[config.mk]
export PLATFORM = sky130hd
export DESIGN_NAME = rgba_pixel_compositor
export DESIGN_NICKNAME = d
export VERILOG_FILES = /design/src/hdl/rpc_pkg.sv /design/src/hdl/rpc_cfg_regs.sv /design/src/hdl/rpc_mix_byte.sv /design/src/hdl/rpc_blend_core.sv /design/src/hdl/rgba_pixel_compositor.sv
export SDC_FILE = /design/constraint.sdc
export NUM_CORES = 1
export LEC_CHECK = 0
export BUFFER_PORTS_ARGS = -buffer_cell sky130_fd_sc_hd__buf_2
export CORE_UTILIZATION = 50
export CTS_CLUSTER_DIAMETER = 80
export DETAILED_ROUTE_END_ITERATION = 8
export PLACE_DENSITY = 0.72
export SLEW_MARGIN = 15
export SYNTH_ARGS = -nofsm -noshare
export SYNTH_HDL_FRONTEND = slang
export SYNTH_HIERARCHICAL = 1
export SYNTH_SLANG_ARGS = --single-unit
export TNS_END_PERCENT = 30
[constraint.sdc]
create_clock -name aclk -period 19.6 [get_ports aclk]
set_clock_uncertainty 0.2 [all_clocks]
set_input_delay 3.92 -clock aclk [delete_from_list [all_inputs] [get_ports aclk]]
set_output_delay 3.92 -clock aclk [all_outputs]
set_load 0.02 [all_outputs]
[src/hdl/rpc_pkg.sv]
// rpc_pkg: shared types, register indexes and reset values for the RGBA
// pixel compositor. No dependencies.
`timescale 1ns / 1ps

package rpc_pkg;

    localparam int CHAN_W    = 8;
    localparam int CFG_IDX_W = 2;
    localparam int CFG_DAT_W = 8;

    typedef logic [CHAN_W-1:0] chan_t;

    typedef struct packed {
        chan_t red;
        chan_t green;
        chan_t blue;
        chan_t alpha;
    } pixel_t;

    typedef enum logic [1:0] {
        MODE_COPY     = 2'd0,
        MODE_SRC_OVER = 2'd1,
        MODE_CONST    = 2'd2
    } blend_mode_t;

    typedef enum logic [CFG_IDX_W-1:0] {
        REG_BLEND_MODE     = 2'd0,
        REG_DEST_IS_32BPP  = 2'd1,
        REG_DEST_HAS_ALPHA = 2'd2,
        REG_CONSTANT_ALPHA = 2'd3
    } cfg_index_t;

    // Raw mode field is kept so that the unused code can fall back to copy
    typedef struct packed {
        logic [1:0] blend_mode;
        logic       dest_is_32bpp;
        logic       dest_has_alpha;
        chan_t      constant_alpha;
    } cfg_t;

    localparam logic [1:0] RST_BLEND_MODE     = 2'd0;
    localparam logic       RST_DEST_IS_32BPP  = 1'b1;
    localparam logic       RST_DEST_HAS_ALPHA = 1'b1;
    localparam chan_t      RST_CONSTANT_ALPHA = 8'd150;
    localparam chan_t      CHAN_MAX           = 8'd255;

endpackage

[src/hdl/rpc_cfg_regs.sv]
// rpc_cfg_regs: configuration register bank behind the plain write port.
// Depends on rpc_pkg.
`timescale 1ns / 1ps

module rpc_cfg_regs
    import rpc_pkg::*;
(
    input  logic                 aclk,
    input  logic                 aresetn,
    input  logic                 cfg_wr_en,
    input  logic [CFG_IDX_W-1:0] cfg_index,
    input  logic [CFG_DAT_W-1:0] cfg_wdata,
    output cfg_t                 cfg
);

    cfg_t cfg_reg;
    cfg_t cfg_next;

    always_comb begin
        cfg_next = cfg_reg;
        if (cfg_wr_en) begin
            case (cfg_index)
                REG_BLEND_MODE:     cfg_next.blend_mode     = cfg_wdata[1:0];
                REG_DEST_IS_32BPP:  cfg_next.dest_is_32bpp  = cfg_wdata[0];
                REG_DEST_HAS_ALPHA: cfg_next.dest_has_alpha = cfg_wdata[0];
                REG_CONSTANT_ALPHA: cfg_next.constant_alpha = cfg_wdata[CHAN_W-1:0];
                default:            cfg_next = cfg_reg;
            endcase
        end
    end

    always_ff @(posedge aclk) begin
        if (!aresetn) begin
            cfg_reg.blend_mode     <= RST_BLEND_MODE;
            cfg_reg.dest_is_32bpp  <= RST_DEST_IS_32BPP;
            cfg_reg.dest_has_alpha <= RST_DEST_HAS_ALPHA;
            cfg_reg.constant_alpha <= RST_CONSTANT_ALPHA;
        end else begin
            cfg_reg <= cfg_next;
        end
    end

    assign cfg = cfg_reg;

endmodule

[src/hdl/rpc_mix_byte.sv]
// rpc_mix_byte: one channel of the blend, d + floor((a+1)*(s-d)/256) mod 256.
// Depends on rpc_pkg.
`timescale 1ns / 1ps

module rpc_mix_byte
    import rpc_pkg::*;
(
    input  chan_t alpha,
    input  chan_t src,
    input  chan_t dst,
    output chan_t mixed
);

    logic [CHAN_W:0]     diff;
    logic [2*CHAN_W-1:0] diff_ext;
    logic [2*CHAN_W-1:0] weight;
    logic [2*CHAN_W-1:0] prod;

    // Only bits 15:8 of the product survive, so a 16-bit two's complement
    // product gives the floor shift for free.
    assign diff     = {1'b0, src} - {1'b0, dst};
    assign diff_ext = {{(CHAN_W-1){diff[CHAN_W]}}, diff};
    assign weight   = {{CHAN_W{1'b0}}, alpha} + {{(2*CHAN_W-1){1'b0}}, 1'b1};
    assign prod     = diff_ext * weight;
    assign mixed    = dst + prod[2*CHAN_W-1:CHAN_W];

endmodule

[src/hdl/rpc_blend_core.sv]
// rpc_blend_core: mode decode and per-channel blend for one pixel pair.
// Depends on rpc_pkg and rpc_mix_byte.
`timescale 1ns / 1ps

module rpc_blend_core
    import rpc_pkg::*;
(
    input  cfg_t   cfg,
    input  pixel_t src,
    input  pixel_t dst,
    output pixel_t result
);

    blend_mode_t mode;
    chan_t       alpha;
    pixel_t      mixed;

    always_comb begin
        case (cfg.blend_mode)
            MODE_SRC_OVER: mode = cfg.dest_is_32bpp ? MODE_SRC_OVER : MODE_COPY;
            MODE_CONST:    mode = MODE_CONST;
            default:       mode = MODE_COPY;
        endcase
    end

    assign alpha = (mode == MODE_CONST) ? cfg.constant_alpha : src.alpha;

    rpc_mix_byte u_mix_red (
        .alpha (alpha), .src (src.red),   .dst (dst.red),   .mixed (mixed.red)
    );
    rpc_mix_byte u_mix_green (
        .alpha (alpha), .src (src.green), .dst (dst.green), .mixed (mixed.green)
    );
    rpc_mix_byte u_mix_blue (
        .alpha (alpha), .src (src.blue),  .dst (dst.blue),  .mixed (mixed.blue)
    );
    // alpha channel blends towards opaque
    rpc_mix_byte u_mix_alpha (
        .alpha (alpha), .src (CHAN_MAX),  .dst (dst.alpha), .mixed (mixed.alpha)
    );

    always_comb begin
        result = src;
        case (mode)
            MODE_SRC_OVER: begin
                if (src.alpha == CHAN_MAX) begin
                    result = src;
                end else if (src.alpha == '0) begin
                    result = dst;
                end else begin
                    result = mixed;
                end
            end
            MODE_CONST: begin
                result = mixed;
                if (!cfg.dest_has_alpha) begin
                    result.alpha = dst.alpha;
                end
            end
            default: result = src;
        endcase
    end

endmodule

[src/hdl/rgba_pixel_compositor.sv]
// rgba_pixel_compositor: top level, input register, blend core, result register.
// Depends on rpc_pkg, rpc_cfg_regs, rpc_blend_core.
//
//  channel | direction | handshake          | word
//  s_*     | in        | s_valid / s_ready  | source + destination pixel
//  m_*     | out       | m_valid / m_ready  | new destination pixel
//  cfg_*   | in        | cfg_wr_en          | register write, no read-back
//
// One word per cycle sustained while m_ready stays high; each word passes the input register, then the
// result register after the 9x9 multiply of each channel.
// The input stage may fill while the result stage holds; s_ready drops only when both hold a word and
// m_ready is low. Reset (aresetn, synchronous) empties both stages and loads
// the register defaults.
`timescale 1ns / 1ps

module rgba_pixel_compositor
    import rpc_pkg::*;
(
    input  logic                 aclk,
    input  logic                 aresetn,

    input  logic                 cfg_wr_en,
    input  logic [CFG_IDX_W-1:0] cfg_index,
    input  logic [CFG_DAT_W-1:0] cfg_wdata,

    input  logic                 s_valid,
    output logic                 s_ready,
    input  chan_t                s_src_red,
    input  chan_t                s_src_green,
    input  chan_t                s_src_blue,
    input  chan_t                s_src_alpha,
    input  chan_t                s_dst_red,
    input  chan_t                s_dst_green,
    input  chan_t                s_dst_blue,
    input  chan_t                s_dst_alpha,

    output logic                 m_valid,
    input  logic                 m_ready,
    output chan_t                m_out_red,
    output chan_t                m_out_green,
    output chan_t                m_out_blue,
    output chan_t                m_out_alpha
);

    cfg_t   cfg;
    logic   in_valid_reg;
    pixel_t in_src_reg;
    pixel_t in_dst_reg;
    logic   out_valid_reg;
    pixel_t out_pix_reg;
    pixel_t blend_next;
    logic   out_load;
    logic   in_load;

    rpc_cfg_regs u_cfg (
        .aclk      (aclk),
        .aresetn   (aresetn),
        .cfg_wr_en (cfg_wr_en),
        .cfg_index (cfg_index),
        .cfg_wdata (cfg_wdata),
        .cfg       (cfg)
    );

    rpc_blend_core u_core (
        .cfg    (cfg),
        .src    (in_src_reg),
        .dst    (in_dst_reg),
        .result (blend_next)
    );

    assign out_load = !out_valid_reg || m_ready;
    assign s_ready  = !in_valid_reg || out_load;
    assign in_load  = s_valid && s_ready;

    always_ff @(posedge aclk) begin
        if (!aresetn) begin
            in_valid_reg  <= 1'b0;
            out_valid_reg <= 1'b0;
        end else begin
            if (s_ready) begin
                in_valid_reg <= s_valid;
            end
            if (out_load) begin
                out_valid_reg <= in_valid_reg;
            end
        end
    end

    always_ff @(posedge aclk) begin
        if (in_load) begin
            in_src_reg <= '{s_src_red, s_src_green, s_src_blue, s_src_alpha};
            in_dst_reg <= '{s_dst_red, s_dst_green, s_dst_blue, s_dst_alpha};
        end
        if (out_load && in_valid_reg) begin
            out_pix_reg <= blend_next;
        end
    end

    assign m_valid     = out_valid_reg;
    assign m_out_red   = out_pix_reg.red;
    assign m_out_green = out_pix_reg.green;
    assign m_out_blue  = out_pix_reg.blue;
    assign m_out_alpha = out_pix_reg.alpha;

`ifndef SYNTHESIS
    a_reset_empty: assert property (@(posedge aclk) !aresetn |=> !m_valid)
        else $error("result valid straight after reset");

    a_full_stall: assert property (@(posedge aclk) disable iff (!aresetn)
        (in_valid_reg && m_valid && !m_ready) |-> !s_ready)
        else $error("input taken while both stages are held");

    a_word_moves: assert property (@(posedge aclk) disable iff (!aresetn)
        (in_valid_reg && out_load) |=> m_valid)
        else $error("word lost between input and result register");

    a_copy_path: assert property (@(posedge aclk) disable iff (!aresetn)
        (in_valid_reg && out_load && (cfg.blend_mode == MODE_COPY))
        |=> (m_out_red == $past(in_src_reg.red)) && (m_out_alpha == $past(in_src_reg.alpha)))
        else $error("copy mode did not pass the source through");
`endif

endmodule

# Yosys cells after proc, flatten, opt, wreduce, memory -nomap -nowiden
# Cells that the tools add are included.
# Widths: inputs -> output; s select.
# word_totals
mem_bits_ro	0
elab_cells	58
input_bits	79
memories	0
regBits	110
latchBits	0
ram_bits	0
# classes
n_addsub	9
shifts	0
muxes	7
mul	4
magnitude_cmp	0
n_div	0
n_reduce_logical	12
n_bitwise	0
n_eq_ne	8
# op_table
operator	n
$mul 9x10->16	4
$mux 32	2
$pmux 32 s2	1
$add 8x8->8	4
$sub 8x8->9	3
$mux 8	2
$add 8x1->9 const B	1
$sub 8x8->9 const A	1
$eq 2x2->1 const B	4
$eq 8x8->1 const B	1
$logic_not 8->1	1
$reduce_and 2->1	4
$eq 2x1->1 const B	3
$pmux 2 s2	1
$logic_and 1x1->1	2
$logic_not 1->1	2
$logic_not 2->1	1
$logic_or 1x1->1	2
$mux 1	1

# Longest topological paths before layout
# Gate-level depths: netlist of run 1.
# depth
depth_word	10
depth_mapped	42
ltp_nobuf	39

# By module
# The synthesis of run 1 kept the hierarchy.
# by_module_without_submodules
module	seq_area_each_um2	area_each_um2	n_inst	cells_per_inst
rpc_mix_byte at u_core.u_mix_red	0.0	3075.4	1	348
rpc_mix_byte at u_core.u_mix_alpha	0.0	3071.7	1	343
rpc_mix_byte at u_core.u_mix_green	0.0	3060.4	1	350
rgba_pixel_compositor	2922.8	2986.6	1	105
rpc_mix_byte at u_core.u_mix_blue	0.0	2981.6	1	340
rpc_blend_core	0.0	1188.6	1	158
rpc_cfg_regs	240.2	505.5	1	53

# Least setup slack after synthesis of run 1
# No wires, ideal clock.
# synth_timing
path_type	register to register
start	reg u_cfg.cfg_reg (netlist bit u_cfg/cfg[10])
end	reg out_pix_reg (netlist bit m_out_blue[7]), data pin
period_less_slack_ns	10.117
path_stages_with_launch	38
path_buffers	1
required_time_ns	19.139
setup_slack_ns	9.483
arrival_time_ns	9.657
path_cell_list	dfxtp_1 -> nand2_1 -> or2_2 -> ha_1 -> clkbuf_1 -> o21ai_0 -> nand3_1 -> nor2_1 -> nand2_1 -> xor2_1 -> or2_2 -> fa_1 -> inv_1 -> fa_1 -> fa_1 -> fa_1 -> inv_1 -> fa_1 -> [... 2 more ...] -> nand2_1 -> or4_4 -> a21boi_2 -> o21a_2 -> o21ai_2 -> nand2b_4 -> xor2_1 -> ha_1 -> nand3_1 -> o2111ai_1 -> a21o_1 -> a21o_1 -> xnor2_1 -> xnor2_1 -> xnor2_1 -> xnor2_1 -> a22o_1 -> a221o_1
# synth_rtl
item	line_no	text
from (decl)	rpc_cfg_regs.sv:16	cfg_t cfg_reg;
from (signal assigned)	rpc_cfg_regs.sv:39	cfg_reg <= cfg_next;
to (signal assigned)	rgba_pixel_compositor.sv:95	out_pix_reg <= blend_next;
to (decl)	rgba_pixel_compositor.sv:50	pixel_t out_pix_reg;

==> results of run 1 <==
==> layer usage <==
metal / vias to the layer above / routed length, um
met3: 35 / 1979
met5: - / 0
met2: 318 / 19210
li1: 5845 / -
met4: 0 / 681
met1: 6140 / 16830
==> final cells by class <==
class / instances / area [um2]
timing repair buffer: 125 / 658.1
inverter: 265 / 994.7
sequential: 110 / 3163
tap: 442 / 553.0
multi-input combinational: 1303 / 12640
fill: 2896 / 14530
clock buffer: 9 / 225.2
clock inverter: 7 / 105.1
==> worst min-delay path, cell delays in order (launching register included) <==
cell and delay (ns):
dfxtp_1 0.32, nand2_1 0.05, mux2i_1 0.05
==> cell usage in the layout, fill, tap and decap left out, types with 21 or more instances in the layout <==
cell type | synthesis | routed
inv_1 | 263 | 263
ha_1 | 210 | 210
fa_1 | 204 | 204
nor2_1 | 188 | 188
buf_2 | 6 | 112
edfxtp_1 | 96 | 96
xnor2_1 | 73 | 73
nand2_1 | 66 | 66
or2_2 | 60 | 60
a21oi_1 | 56 | 55
nand2b_1 | 50 | 50
xor2_1 | 47 | 47
a22o_1 | 24 | 24
a221o_1 | 24 | 24
nor2b_1 | 24 | 22
nand3_1 | 22 | 22
o21ai_0 | 29 | 21
==> stage by stage <==
stage | util | cells | hold slack, ns | setup slack, ns
global placement | 0.5479 | 2245 | 0.2433 | 9.605
detailed placement | 0.5479 | 2245 | 0.2519 | 9.362
global route | 0.5579 | 2261 | 0.2962 | 8.745
CTS | 0.5579 | 2261 | 0.2631 | 9.328
floorplan | - | 1705 | 0.2348 | 9.483
finish | 0.5579 | 2261 | 0.2614 | 9.288
==> kinds of logic (layout without fill, tap and decap cells) <==
| logic type | Yosys count | after routing | share of synthesized area |
|---|---|---|---|
| simple gates | 498 | 498 | 0.1560 |
| flops | 110 | 110 | 0.1875 |
| fa+ha+maj | 414 | 414 | 0.3978 |
| compound gates | 226 | 226 | 0.09968 |
| xor+xnor | 130 | 130 | 0.07476 |
| other cells | 1 | 9 | 0.0002223 |
| mux | 26 | 26 | 0.01609 |
| buf+inv | 292 | 406 | 0.06786 |
==> how the worst min path moves through the flow <==
stage                             from      endpoint
after floorplan           u_cfg/cfg[0]  u_cfg/cfg[0]
after global placement    u_cfg/cfg[3]  u_cfg/cfg[3]
after detailed placement  u_cfg/cfg[3]  u_cfg/cfg[3]
after CTS                 u_cfg/cfg[3]  u_cfg/cfg[3]
after global routing      u_cfg/cfg[6]  u_cfg/cfg[6]
final                     u_cfg/cfg[3]  u_cfg/cfg[3]
==> flow_summary_export.csv, run 1 <==
group,metric,value,unit
run_status,status,"finished, final reports clean",
die,die_h,185.7,um
route,vias,12340,
cells_and_area,antennaDiodeCount,0,
synthesis,synth_top_area_share,0.2421,
synthesis,synth-main-ff-cell,"edfxtp_1",
worst_setup_path,critPathCaptureType,"flop",
die,start_util,0.5133,
global_route,grt_max_degree,47,
cells_and_area,finalNetCount,2307,
worst_setup_path,cp-startpoint,"u_cfg/cfg[10]",
worst_setup_path,endpoint,"m_out_blue[7]",
timing,setup_viol,0,
hold_path,worstHoldPathCells,2,
die,core_area,32870,um2
timing,fmax,0.09698,GHz
route,first_pass_iters,7,
global_route,grt_pass1_vias,12960,
clocking,cts_sinks,110,
worst_setup_path,crit_fanout,46,
synthesis,syn_area_per_cell,9.941,um2
timing,slew_viol_final,0,
synthesis,netlist_area,16870,um2
route,wirelength,38710,um
global_route,use_met2,0.4109,
worst_setup_path,path_class,"reg -> reg",
synthesis,yosys_warnings,6,
clocking,clock_path_buffers,2,
hold_path,hp-class,"reg -> reg",
placement,gp_congestion,0.8810,
worst_setup_path,slowest_delay,0.86,ns
worst_setup_path,regToRegSetupSlack,9.29,ns
timing,finalCritPeriodShare,0.5261,
route,routedWlPerCell,17.12,um
clocking,clockRootBuffer,"clkbuf_16",
placement,post_dp_cell_area,18010,um2
synthesis,synth_commonest_cells,"263 x inv_1, 210 x ha_1, 204 x fa_1",
worst_setup_path,cp.depth,38,
timing,fin_crit,10.31,ns
worst_setup_path,cp_top_family,"adder cells",
global_route,grt_pass1_wl,64270,um
route,initialDrtViolationCount,608,
cells_and_area,design_area,18340,um2
route,ant_nets,0,
timing,relSlewSlack,0.2825,
worst_setup_path,path_buf_inv,5,
synthesis,async_reset_ff_frac,0,
cells_and_area,drive_above_1_share,0.1473,
clocking,cts_max_level,3,
global_route,track_usage,0.2393,
synthesis,syn_inst,1697,
run,drv_cap,0,
route,avgViaCountPerCell,5.457,
timing,rsz0062_at_grt,"no",
synthesis,synth.distinct_cells,94,
die,rows,66,
clocking,clk_pin_slew,0.08,ns
global_route,antenna_found_initial,0,
placement,hpwl,31060,um
global_route,grt_util_met1,0.3096,
synthesis,synth_edf_count,96,
global_route,top_usage_layer,"met2",
clocking,cts_tree,"yes",
cells_and_area,areaGrowthSynthToFinish,8.692,%
route,drc,0,
global_route,use_met3,0.04050,
placement,io_buffers,112,
synthesis,synth.area.top_cells,"fa_1 24%, edfxtp_1 17%, ha_1 16%",
worst_setup_path,critPathRequiredTime,19.54,ns
worst_setup_path,rr_worst_depth,38,
clocking,cts_resized,0,
clocking,cts_hold_buf,0,
worst_setup_path,path_common_cell,"fa_1",
synthesis,ys_ff_latch,110,
clocking,cts_buffers,9,
die,fp.dieW,185.7,um
die,die_area,34480,um2
timing,tns,0,ns
global_route,gr-total-overflow,0,
clocking,postCtsSetupBuffers,0,
worst_setup_path,r2r_end,"m_out_blue[7]",
worst_setup_path,worstReg2RegStart,"u_cfg/cfg[10]",
worst_setup_path,crit_path_top_delay_cell,"ha_1",
timing,worstMarginPinSlew,1.076,ns
worst_setup_path,critPathLaunchType,"flop",
worst_setup_path,crit_arrival,10.25,ns
synthesis,synth.most_common_cell,"inv_1",
die,ios,113,
synthesis,synth_top_area_cell,"fa_1",
synthesis,yosysSeqAreaShare,0.1875,
timing,finalHoldViolCount,0,
clocking,clock_latency,0.40,ns
Power of run 1 is left out: the tool's default activity adds up to more than one toggle a clock period on the data nets, which glitch-free logic cannot reach.
==> inputs of run 2 (changes only) <==
- PLACE_DENSITY: 0.72 -> 0.75
- clock period: 19.6 -> 8.3 ns (I/O delays scaled with it)
==> flow_summary_export.csv, run 2 (synthesized netlist as in run 1, its figures left out) <==
group,metric,value,unit
placement,gp_congestion,0.9340,
route,ant_nets,0,
run_status,status,"finished with violations",
die,fp.dieW,185.7,um
clocking,clock_latency,0.38,ns
worst_setup_path,crit_fanout,15,
global_route,grt_pass1_wl,68550,um
route,avgViaCountPerCell,5.436,
clocking,cts_tree,"yes",
timing,timing.final.ws_setup,-0.1163,ns
route,wirelength,41730,um
route,first_pass_iters,5,
route,vias,13010,
die,rows,66,
cells_and_area,drive_above_1_share,0.2246,
route,drc,0,
worst_setup_path,crit_arrival,8.35,ns
worst_setup_path,crit_path_top_delay_cell,"fa_1",
clocking,clk_pin_slew,0.08,ns
clocking,clock_path_buffers,2,
hold_path,hp-class,"reg -> reg",
cells_and_area,final_common_cell,"inv_1",
worst_setup_path,slowest_delay,0.55,ns
die,core_area,32870,um2
timing,rsz0062_at_grt,"yes",
placement,pre_cts_ws,-0.1993,ns
global_route,antenna_found_initial,1,
die,start_util,0.5133,
worst_setup_path,critPathLaunchType,"flop",
die,die_h,185.7,um
run,drv_cap,0,
global_route,gr-total-overflow,0,
worst_setup_path,cp-startpoint,"u_cfg/cfg[10]",
global_route,grt_pass1_vias,13860,
clocking,cts_sinks,110,
worst_setup_path,critPathRequiredTime,8.23,ns
cells_and_area,areaGrowthSynthToFinish,16.17,%
timing,relSlewSlack,0.3985,
timing,worstMarginPinSlew,0.9023,ns
cells_and_area,final_cell_mix,"261 x inv_1, 205 x ha_1, 204 x fa_1",
clocking,cts_buffers,9,
clocking,clockRootBuffer,"clkbuf_16",
clocking,cts_max_level,3,
worst_setup_path,worstReg2RegStart,"u_cfg/cfg[10]",
route,initialDrtViolationCount,796,
cells_and_area,finalNetCount,2438,
timing,fin_crit,8.416,ns
clocking,cts_hold_buf,0,
run_status,violations,"negative setup slack",
worst_setup_path,path_common_cell,"fa_1",
route,routedWlPerCell,17.44,um
timing,slew_viol_final,0,
global_route,track_usage,0.2565,
global_route,grt_max_degree,65,
worst_setup_path,path_class,"reg -> reg",
placement,hpwl,33600,um
timing,finalCritPeriodShare,1.014,
worst_setup_path,critPathCaptureType,"flop",
timing,setup_viol,4,
hold_path,hp-start,"u_cfg/cfg[6]",
timing,fmax,0.1188,GHz
die,die_area,34480,um2
cells_and_area,fin_util,0.5963,
timing,finalHoldViolCount,0,
placement,io_buffers,112,
die,ios,113,
## run 2: repair_timing
action,in CTS,in global routing
buffers inserted,0,8
gates resized for setup,6,21
endpoints found under the setup margin,4,12
pin swaps,2,22
## run 2: area by class of cell
class / instances / area [um2]
tap: 442 / 553.0
antenna: 1 / 2.502
clock buffer: 11 / 242.7
inverter: 265 / 994.7
fill: 2787 / 13270
clock inverter: 5 / 42.54
timing repair buffer: 256 / 1669
sequential: 110 / 3166
multi-input combinational: 1303 / 12930
## run 2: per-stage QoR
step                area (um2)  TNS [ns]  instances  hold WS (ns)
floorplan                17120  -0.07215       1705        0.2348
global placement         19100  -0.05593       2368        0.2530
detailed placement       19100   -0.6351       2368        0.2821
CTS                      19430   -0.3378       2384        0.2922
global route             19600    -1.990       2393        0.3150
finish                   19600   -0.3138       2393        0.2962
## run 2: path summary, 6_finish.rpt
kind,slack [ns],end,cells past startpoint
worst max-delay path,-0.12,m_out_red[7],32
worst min-delay path,0.30,u_cfg/cfg[6],2
worst max register to register,-0.12,m_out_red[7],32
worst min register to register,0.30,u_cfg/cfg[6],2
## run 2: worst max-delay path, delay by kind of cell, from the launching register on
family                   cells  cell delay (ns)
adder cells (fa/ha/maj)      8             3.30
AO/OA/AOI/OAI                8             1.91
AND/OR/NAND/NOR              7             1.28
XOR/XNOR                     4             0.70
buffers and inverters        5             0.45
flip-flops                   1             0.34
## run 2: routing by layer
layer / share of wire / vias to the layer above / track usage / wire length, um
met5: 0 / - / 0 / 0
met4: 0.029 / 0 / 0.09213 / 1195
met3: 0.052 / 73 / 0.04187 / 2183
met2: 0.50 / 382 / 0.4455 / 20820
met1: 0.42 / 6452 / 0.3207 / 17530
li1: - / 6101 / - / -
Power of run 2 is left out for the same reason.
